## config.mk

```make
export PLATFORM = sky130hd
export DESIGN_NAME = sbtpl_cell
export DESIGN_NICKNAME = d
export VERILOG_FILES = /design/src/sbtpl_pkg.sv /design/src/sbtpl_cell.sv
export SDC_FILE = /design/constraint.sdc
export NUM_CORES = 1
export LEC_CHECK = 0
export ABC_AREA = 1
export BUFFER_PORTS_ARGS = -buffer_cell sky130_fd_sc_hd__buf_2
export CORE_AREA = 8 8 294 296
export DETAILED_ROUTE_END_ITERATION = 10
export DIE_AREA = 0 0 302 304
export PLACE_DENSITY_LB_ADDON = 0.1
export REMOVE_ABC_BUFFERS = 1
export SYNTH_ARGS = -nofsm -noshare
export SYNTH_HDL_FRONTEND = slang
export SYNTH_SLANG_ARGS = --single-unit
export TNS_END_PERCENT = 50
```

## constraint.sdc

```tcl
create_clock -name clk_i -period 33.4 [get_ports clk_i]
set_input_delay 6.68 -clock clk_i [delete_from_list [all_inputs] [get_ports clk_i]]
set_output_delay 6.68 -clock clk_i [all_outputs]
set_load 0.01 [all_outputs]
```

## src/sbtpl_pkg.sv

```systemverilog
package sbtpl_pkg;

  localparam int unsigned TableDepthDef = 16;
  localparam int unsigned CoordW        = 32;
  localparam int unsigned TagW          = 16;

  localparam logic ActInsert = 1'b0;
  localparam logic ActLookup = 1'b1;

  typedef enum logic [1:0] {
    StatusOk       = 2'd0,
    StatusNotFound = 2'd1,
    StatusFull     = 2'd2
  } status_e;

  typedef struct packed {
    logic [CoordW-1:0] lx;
    logic [CoordW-1:0] ly;
    logic [CoordW-1:0] lz;
    logic [CoordW-1:0] hx;
    logic [CoordW-1:0] hy;
    logic [CoordW-1:0] hz;
    logic [TagW-1:0]   tag;
  } entry_t;

  typedef struct packed {
    logic [CoordW-1:0] x;
    logic [CoordW-1:0] y;
    logic [CoordW-1:0] z;
  } point_t;

  // search result carried along the chain
  typedef struct packed {
    logic            found;
    logic [TagW-1:0] tag;
  } carry_t;

  // per-cycle control shared by all cells
  typedef struct packed {
    logic ins;
    logic look;
  } cell_ctl_t;

endpackage

```

## src/sbtpl_cell.sv

```systemverilog
module sbtpl_cell (
  input  logic                clk_i,
  input  logic                rst_ni,
  input  sbtpl_pkg::cell_ctl_t ctl_i,
  input  sbtpl_pkg::entry_t   new_i,
  input  sbtpl_pkg::point_t   pt_i,
  input  logic                valid_i,
  input  logic                prev_valid_i,
  input  logic                prev_gt_i,
  input  sbtpl_pkg::entry_t   prev_entry_i,
  output sbtpl_pkg::entry_t   entry_o,
  output logic                gt_o,
  input  logic                tok_i,
  input  sbtpl_pkg::carry_t   car_i,
  output logic                tok_o,
  output sbtpl_pkg::carry_t   car_o
);

  sbtpl_pkg::entry_t entry_q, entry_d;
  sbtpl_pkg::carry_t car_q, car_d;
  logic              hit_q, hit_d;
  logic              tok_q;
  logic              take_new;

  assign gt_o     = valid_i && (entry_q.lx > new_i.lx);
  // open the slot: either first larger entry or first empty slot
  assign take_new = !prev_gt_i && (gt_o || (!valid_i && prev_valid_i));

  always_comb begin
    entry_d = entry_q;
    if (ctl_i.ins) begin
      if (prev_gt_i) begin
        entry_d = prev_entry_i;
      end else if (take_new) begin
        entry_d = new_i;
      end
    end
  end

  always_comb begin
    hit_d = hit_q;
    if (ctl_i.look) begin
      hit_d = valid_i
           && (pt_i.x >= entry_q.lx) && (pt_i.x < entry_q.hx)
           && (pt_i.y >= entry_q.ly) && (pt_i.y < entry_q.hy)
           && (pt_i.z >= entry_q.lz) && (pt_i.z < entry_q.hz);
    end
  end

  // lower cells win: keep an earlier hit, else offer our own
  always_comb begin
    car_d = car_q;
    if (tok_i) begin
      if (car_i.found) begin
        car_d = car_i;
      end else if (hit_q) begin
        car_d.found = 1'b1;
        car_d.tag   = entry_q.tag;
      end else begin
        car_d = car_i;
      end
    end
  end

  always_ff @(posedge clk_i) begin
    entry_q <= entry_d;
    hit_q   <= hit_d;
    car_q   <= car_d;
  end

  always_ff @(posedge clk_i or negedge rst_ni) begin
    if (!rst_ni) begin
      tok_q <= 1'b0;
    end else begin
      tok_q <= tok_i;
    end
  end

  assign entry_o = entry_q;
  assign tok_o   = tok_q;
  assign car_o   = car_q;

endmodule

```

==> reports/summary.txt, run 1 <==
P_int = 0.595 mW
die area = 91800 um^2
largest net degree at the start of global routing = 75
final slew viol count = 0
CP Class = in2out
CTS Buffer Depth = 3
std cell rows = 105
Crit. End Element = output pin
Final Hold Viols = 0
post-place setup slack = 18000 ps
Synth area leaders = edfxtp_1 44%, ha_1 18%, mux2_1 12%
Clock Latency Late Sink = 600 ps
DRC = 0
final wirelength = 66200 um
static leakage = 10.6 nW
Port Buffers = 763
cts repair resizes = 0
Remaining Overflow, GRT = 0
Slew HR = 30.4%
Worst-Margin Slew = 1040 ps
critical path depth in cells = 12
core area = 81600 um^2
1st-pass router iterations = 4
most frequent cells after synthesis = 261 x inv_1, 239 x nand2_1, 226 x edfxtp_1
status = complete, no violations
clk sinks = 227
Vias = 13000
Worst VDD drop = 0.0398 mV
Placer Congestion = 0.810
area of the mapped netlist = 15300 um^2
detailed router's first-iteration violation count = 421
Final period util = 45.5%
switching pwr = 0.250 mW
combinational share of power = 21.4%
Fillers = 8877
#FFs+latches synth = 227
WL per Instance = 19.8 um
Synth area leader = edfxtp_1
Die X = 302 um
Crit-path slowest cell = nor4_1
crit path capture = gt_o
clock tree from TritonCTS = done
Setup WS post-layout = 18190 ps
switching share of power = 29.6%
CP max stage delay = 390 ps
Final HPWL DP = 57400 um
clock period minus worst slack = 15210 ps
Routed Antenna Nets = 0
P&R area growth vs syn = 39.2%
Crit path buffers/inverters = 5
Worst Path Required = 26720 ps
cts bufs inserted = 31
most frequent CP cell = nand2_1
crit path launch type = primary input
FF-to-FF setup slack = 28700 ps
Die Span Y = 304 um
sequential power share = 42.0%
Synth Warn # = 0
clock share of power = 36.6%
max_cap viols = 0
Starting Density = 18.7%
vias in the first global route = 14300
Syn Area/Cell = 10.4 um^2
WP data arrival = 8530 ps
Distinct cells, synth = 32
ys flop type = edfxtp_1
Final Setup Violations = 0
crit path from = new_i[187]
pwr dens = 39.7 nW/um^2
Worst Path Max Fanout = 2
Clock transition at path regs = 60 ps
Synth top area share = 44.4%
Max Clk Rate = 0.0657 GHz
Total GRT Usage = 13.6%
Root Buffer = clkbuf_16
first-pass GRT wire length = 93900 um
r2r worst-path depth = 11
CP Cell Sequence = buf_2 > inv_1 > ha_1 > nand2_1 > nor2_1 > nand2_1 > nor4_1 > buf_4 > a21oi_1 > nand2_1 > inv_1 > buf_2
Mapped Cells = 1467
most frequent cell after synthesis = inv_1
number of I/O pins = 764
postcts setup bufs = 0
register area share after synthesis = 44.5%
Worst Skew = 11.3 ps
hold_buf cts = 0
CP delay by family, top = simple AND/OR/NAND/NOR gates
Fin Setup TNS = 0 ps
Post-synth EDFFs = 226
vias per cell = 3.89
share of layout cells above drive strength 1 = 38.3%
Hold WC Path Type = reg2reg
asr flop ratio synth = 0.441%
Post-layout nets = 3000
antenna violations before repair = 20
FF-to-FF Start = entry_o[187]$_DFFE_PP_
Worst Hold Path Cells = 1
reg2reg end = entry_o[46]$_DFFE_PP_
RSZ-0062 raised after global routing = false
H-tree depth = 1
cells in the final DEF (no fill, tap or decap):
cell type,netlist,layout
a211oi_1,2,2
a21boi_4,0,1
a21o_1,5,5
a21oi_1,90,90
a21oi_2,2,2
a31oi_1,1,1
buf_2,8,762
buf_4,16,7
buf_8,0,1
bufinv_16,0,1
clkbuf_1,4,7
clkbuf_16,0,31
clkinv_1,1,10
clkinv_2,0,4
clkinvlp_4,0,1
dfrtp_1,1,1
diode_2,0,12
edfxtp_1,226,226
ha_1,221,221
inv_1,261,261
inv_2,10,10
inv_6,0,2
mux2_1,157,157
mux2_2,36,36
nand2_1,239,239
nand2_2,4,4
nand3_1,20,20
nand4_1,13,13
nor2_1,69,69
nor2_2,1,1
nor3_1,8,8
nor3b_1,1,1
nor4_1,2,2
nor4_2,3,3
o211ai_1,2,2
o21a_1,5,5
o21ai_0,50,50
o21ai_1,7,7
o221a_2,1,1
registers in the layout (all words and copies together) (netlist names):
signal,flops
entry_o,208
hit_q,1
tok_o,1
car_o,17
per-layer routing:
metal	GRT usage, %	part of all wire (%)
met3	4.00	6.6
met2	26.0	53
met4	3.40	2.3
met1	14.4	38
met5	0	0.22
final cells by class:
| class | instances | area, um^2 | area share [%] |
|---|---|---|---|
| multi-input cells | 940 | 7300 | 34.3 |
| flip-flops and latches | 227 | 6810 | 32.0 |
| repair buffers | 770 | 3880 | 18.2 |
| well taps | 1070 | 1340 | 6.29 |
| inverters | 272 | 1020 | 4.79 |
| clock buffers | 38 | 802 | 3.77 |
| clock inverters | 17 | 109 | 0.511 |
| diodes | 12 | 30.0 | 0.141 |
per-stage QoR:
stage | util, % | power (mW) | area [um^2] | hold WS [ps] | cells
detailed placement | 24.9 | 0.548 | 20400 | 564 | 3279
CTS | 26.1 | 0.868 | 21300 | 578 | 3334
floorplan | - | 0.451 | 15100 | 628 | 1439
global placement | 24.9 | 0.547 | 20400 | 558 | 3279
global route | 26.1 | 0.898 | 21300 | 597 | 3340
finish | 26.1 | 0.845 | 21300 | 576 | 3346
worst reg2reg max path, delay by kind of cell (launching register included):
kind                       cells  cell delay (ps)
adders and majority gates      1              340
AOI/OAI and AO/OA              3             1340
DFF                            1              470
buffers and inverters          2             1610
and+or+nand+nor                5              470
kinds of logic after synthesis:
| kind of cell | synth area share [%] |
|---|---|
| AO/OA/AOI/OAI | 5.78 |
| adder cells (fa/ha/maj) | 18.1 |
| buffers and inverters | 7.82 |
| flip-flops | 44.5 |
| multiplexers | 14.2 |
| AND/OR/NAND/NOR | 9.59 |
worst min path at each step:
stage,start,to,slack (ps)
after CTS,entry_o[14]$_DFFE_PP_,car_o[14]$_DFFE_PP_,580
after global routing,entry_o[11]$_DFFE_PP_,car_o[11]$_DFFE_PP_,600
after global placement,entry_o[9]$_DFFE_PP_,car_o[9]$_DFFE_PP_,560
after floorplan,entry_o[0]$_DFFE_PP_,car_o[0]$_DFFE_PP_,630
final,entry_o[14]$_DFFE_PP_,car_o[14]$_DFFE_PP_,580
after detailed placement,entry_o[5]$_DFFE_PP_,car_o[5]$_DFFE_PP_,560
power groups by stage:
| stage | clock [mW] | combinational, mW | sequential, mW |
|---|---|---|---|
| 2_1_floorplan | 0 | 0.0791 | 0.372 |
| 3_3_place_gp | 0 | 0.186 | 0.362 |
| 3_5_place_dp | 0 | 0.186 | 0.362 |
| 4_1_cts | 0.325 | 0.188 | 0.356 |
| 5_1_grt | 0.334 | 0.207 | 0.358 |
| 6_report | 0.310 | 0.181 | 0.355 |
(Power assumes the default switching activity.)
==> run 2, diff against run 1 <==
- clock period: 33.4 -> 14.9 ns (I/O delays scaled with it)
==> reports/summary.txt, run 2 (synthesis gave the netlist of run 1 again) <==
std cell rows = 105
CP Class = in2out
die area = 91800 um^2
antenna violations before repair = 18
Final Hold Viols = 0
vias per cell = 3.88
static leakage = 10.6 nW
Worst VDD drop = 0.0888 mV
Total GRT Usage = 13.6%
crit path launch type = primary input
Hold WC Path Type = reg2reg
Root Buffer = clkbuf_16
Clock Latency Late Sink = 600 ps
Worst-Margin Slew = 1110 ps
clock period minus worst slack = 7660 ps
placed instance count = 3279
Slew HR = 26.2%
clock tree from TritonCTS = done
CTS Buffer Depth = 3
Die X = 302 um
most frequent cells in the layout = 762 x buf_2, 261 x inv_1, 239 x nand2_1
clk sinks = 227
worst hold slack = 571 ps
Final Setup Violations = 0
Final Non-Filler Cells = 3345
status = complete, no violations
final wirelength = 66000 um
Remaining Overflow, GRT = 0
final slew viol count = 0
Port Buffers = 763
WP data arrival = 4680 ps
most common cell after layout, fill and taps aside = buf_2
Worst Path Required = 11920 ps
detailed router's first-iteration violation count = 379
Max Clk Rate = 0.130 GHz
RSZ-0062 raised after global routing = false
DRC = 0
vias in the first global route = 14300
Vias = 13000
Fin Setup TNS = 0 ps
Crit. End Element = output pin
H-tree depth = 1
WL per Instance = 19.7 um
Post-layout nets = 3000
cts bufs inserted = 31
share of layout cells above drive strength 1 = 38.3%
Routed Antenna Nets = 0
max_cap viols = 0
number of I/O pins = 764
Starting Density = 18.7%
largest net degree at the start of global routing = 78
pwr dens = 89.5 nW/um^2
Worst Path Max Fanout = 2
cts repair resizes = 0
Placer Congestion = 0.814
first-pass GRT wire length = 93200 um
Final period util = 51.4%
P&R area growth vs syn = 39.3%
core area = 81600 um^2
1st-pass router iterations = 5
max reg flops = 208
Worst Skew = 16.9 ps
postcts setup bufs = 0
hold_buf cts = 0
Final HPWL DP = 57600 um
Die Span Y = 304 um
Clock transition at path regs = 60 ps
## run 2: cell count changes in the layout (fill, tap and decap cells not counted), sizes merged
cell / before / now
diode: 12 / 11
clkinv: 14 / 12
clkbuf: 38 / 39
bufinv: 1 / 2
## run 2: final timing paths
path	start	to	slack [ps]	cells after the start
max	new_i[187]	gt_o	7240	12
min	entry_o[8]$_DFFE_PP_	car_o[8]$_DFFE_PP_	570	1
max reg2reg	entry_o[203]$_DFFE_PP_	entry_o[138]$_DFFE_PP_	10570	11
min reg2reg	entry_o[8]$_DFFE_PP_	car_o[8]$_DFFE_PP_	570	1
max in group asynchronous	rst_ni	tok_o$_DFF_PN0_	12660	1
min in group asynchronous	rst_ni	tok_o$_DFF_PN0_	2160	1
## run 2: layout make-up
type / instances / area, um^2
Antenna cell: 11 / 27.5
Clock buffer: 39 / 806
Clock inverter: 16 / 129
Fill cell: 8841 / 60300
Inverter: 272 / 1020
Multi-Input combinational cell: 940 / 7300
Sequential cell: 227 / 6810
Tap cell: 1070 / 1340
Timing Repair Buffer: 770 / 3880
## run 2: layer usage
layer  global-route usage, %  vias up  share of wire [%]
li1                        -     6587                  -
met1                    14.4     5894                 38
met2                    26.1      395                 53
met3                    3.96       71                6.9
met4                    2.98       16                2.1
met5                       0        -               0.15
## run 2: worst max-delay path, cell delays in order
cell and delay (ps):
buf_2 80, inv_1 40, ha_1 290, nand2_1 70
nor2_1 220, nand2_1 140, nor4_1 250, buf_4 200
a21oi_1 70, nand2_1 140, inv_1 60, buf_2 140
## run 2: power by group
part | internal, mW | leakage, nW | switching [mW]
Sequential | 0.764 | 2.18 | 0.0311
Combinational | 0.176 | 7.98 | 0.228
Clock | 0.412 | 0.451 | 0.297
Total | 1.35 | 10.6 | 0.556
## run 2: metrics by stage
stage	power, mW	setup WS (ps)	utilization, %	cell area, um^2
after floorplan	1.01	720	-	15100
after global placement	1.23	7190	24.9	20400
after detailed placement	1.23	7130	24.9	20400
after CTS	1.97	7110	26.1	21300
after global routing	2.02	7020	26.1	21300
final	1.91	7240	26.1	21300
==> run 3, diff against run 2 <==
- clock period: 14.9 -> 7.5 ns (I/O delays scaled with it)
==> reports/summary.txt, run 3 (synthesis gave the netlist of run 1 again) <==
status = complete, no violations
1st-pass router iterations = 4
max_cap viols = 0
Slew HR = 32.4%
antenna violations before repair = 18
CP max stage delay = 740 ps
static leakage = 10.6 nW
P_int = 2.71 mW
Final HPWL DP = 57400 um
Clock Latency Late Sink = 590 ps
detailed router's first-iteration violation count = 389
WL per Instance = 19.8 um
CP Cell Sequence = buf_2 > inv_1 > ha_1 > nand2_1 > nor2_1 > nand2_1 > nor4_1 > a21oi_1 > nand2_1 > inv_1 > buf_2
Fillers = 8879
max reg flops = 208
crit path launch type = primary input
metal2 WL = 35300 um
Total GRT Usage = 13.7%
combinational share of power = 21.1%
Worst Path Required = 6000 ps
largest net degree at the start of global routing = 130
Final Setup Violations = 0
postcts setup bufs = 0
Worst-Margin Slew = 1010 ps
Worst Path Max Fanout = 2
CP Class = in2out
most frequent CP cell = nand2_1
WP data arrival = 3600 ps
final slew viol count = 0
number of I/O pins = 764
DRC = 0
CP delay by family, top = simple AND/OR/NAND/NOR gates
sequential power share = 41.3%
clock share of power = 37.6%
Port Buffers = 763
clock tree from TritonCTS = done
post-place setup slack = 2000 ps
WL met3 = 4180 um
share of layout cells above drive strength 1 = 38.2%
Setup WS post-layout = 2400 ps
Remaining Overflow, GRT = 0
Vias = 13100
H-tree depth = 1
Starting Density = 18.7%
multi-input logic area = 7300 um^2
DRT met1 WL = 25300 um
P&R area growth vs syn = 39.3%
most frequent cells in the layout = 762 x buf_2, 261 x inv_1, 239 x nand2_1
RSZ-0062 raised after global routing = false
Max Used Layer = met5
Crit-path slowest cell = nor4_1
Worst VDD drop = 0.156 mV
vias in the first global route = 14500
core area = 81600 um^2
switching share of power = 29.0%
die area = 91800 um^2
Root Buffer = clkbuf_16
Crit. End Element = output pin
clock period minus worst slack = 5100 ps
Die X = 302 um
std cell rows = 105
Crit path buffers/inverters = 4
Die Span Y = 304 um
Final Hold Viols = 0
Sequential cell area = 6810 um^2
Final period util = 68.0%
hold_buf cts = 0
switching pwr = 1.11 mW
Total Power = 3.82 mW
Post-layout nets = 2997
vias per cell = 3.92
final wirelength = 66100 um
Routed Antenna Nets = 0
Clock transition at path regs = 60 ps
pwr dens = 179 nW/um^2
first-pass GRT wire length = 94300 um
Hold WC Path Type = reg2reg
cts repair resizes = 0
CTS Buffer Depth = 3
Max Clk Rate = 0.196 GHz
Placer Congestion = 0.808
most common cell after layout, fill and taps aside = buf_2
Worst Skew = 18.4 ps
cts bufs inserted = 30
clk sinks = 227
[run 3: cell types whose count changed in the layout (fill, tap and decap cells not counted)]
cell,change
inv_6,-2
clkinv_2,+1
clkbuf_1,+6
clkbuf_8,+2
buf_12,+1
diode_2,-4
clkinv_4,+1
clkinvlp_4,-1
clkinv_1,-7
buf_4,-3
[run 3: path summary, 6_finish.rpt]
kind	endpoint	startpoint	depth (start not counted)	slack, ps
max in group asynchronous	tok_o$_DFF_PN0_	rst_ni	1	6740
min reg2reg	car_o[9]$_DFFE_PP_	entry_o[9]$_DFFE_PP_	1	580
min in group asynchronous	tok_o$_DFF_PN0_	rst_ni	1	680
max reg2reg	entry_o[13]$_DFFE_PP_	entry_o[187]$_DFFE_PP_	11	3200
min	car_o[9]$_DFFE_PP_	entry_o[9]$_DFFE_PP_	1	580
max	gt_o	new_i[187]	11	2400
[run 3: power by group through the flow]
stage	Sequential [mW]	Clock [mW]	Combinational, mW
3_5_place_dp	1.61	0	0.830
3_3_place_gp	1.61	0	0.831
4_1_cts	1.58	1.50	0.837
2_1_floorplan	1.66	0	0.352
6_report	1.58	1.44	0.806
5_1_grt	1.59	1.54	0.923
[run 3: metrics by stage]
stage	cell area, um^2	TNS [ps]	cells	hold slack, ps	util, %
after detailed placement	20300	0	3277	563	24.9
after global placement	20300	0	3277	560	24.9
final	21300	0	3339	577	26.1
after floorplan	15100	-1081690	1439	628	-
after CTS	21300	0	3332	579	26.1
after global routing	21300	0	3335	596	26.1
[run 3: layout make-up]
class | instances | share of cell area, %
Multi-Input combinational cell | 940 | 34.2
Sequential cell | 227 | 32.0
Timing Repair Buffer | 768 | 18.2
Tap cell | 1070 | 6.28
Inverter | 272 | 4.79
Clock buffer | 47 | 4.02
Clock inverter | 8 | 0.429
Antenna cell | 7 | 0.0822
[run 3: routing by layer]
layer,up-vias,GRT usage (%)
met1,6014,14.7
met4,22,2.47
li1,6588,-
met3,70,3.74
met5,-,0
met2,398,26.5
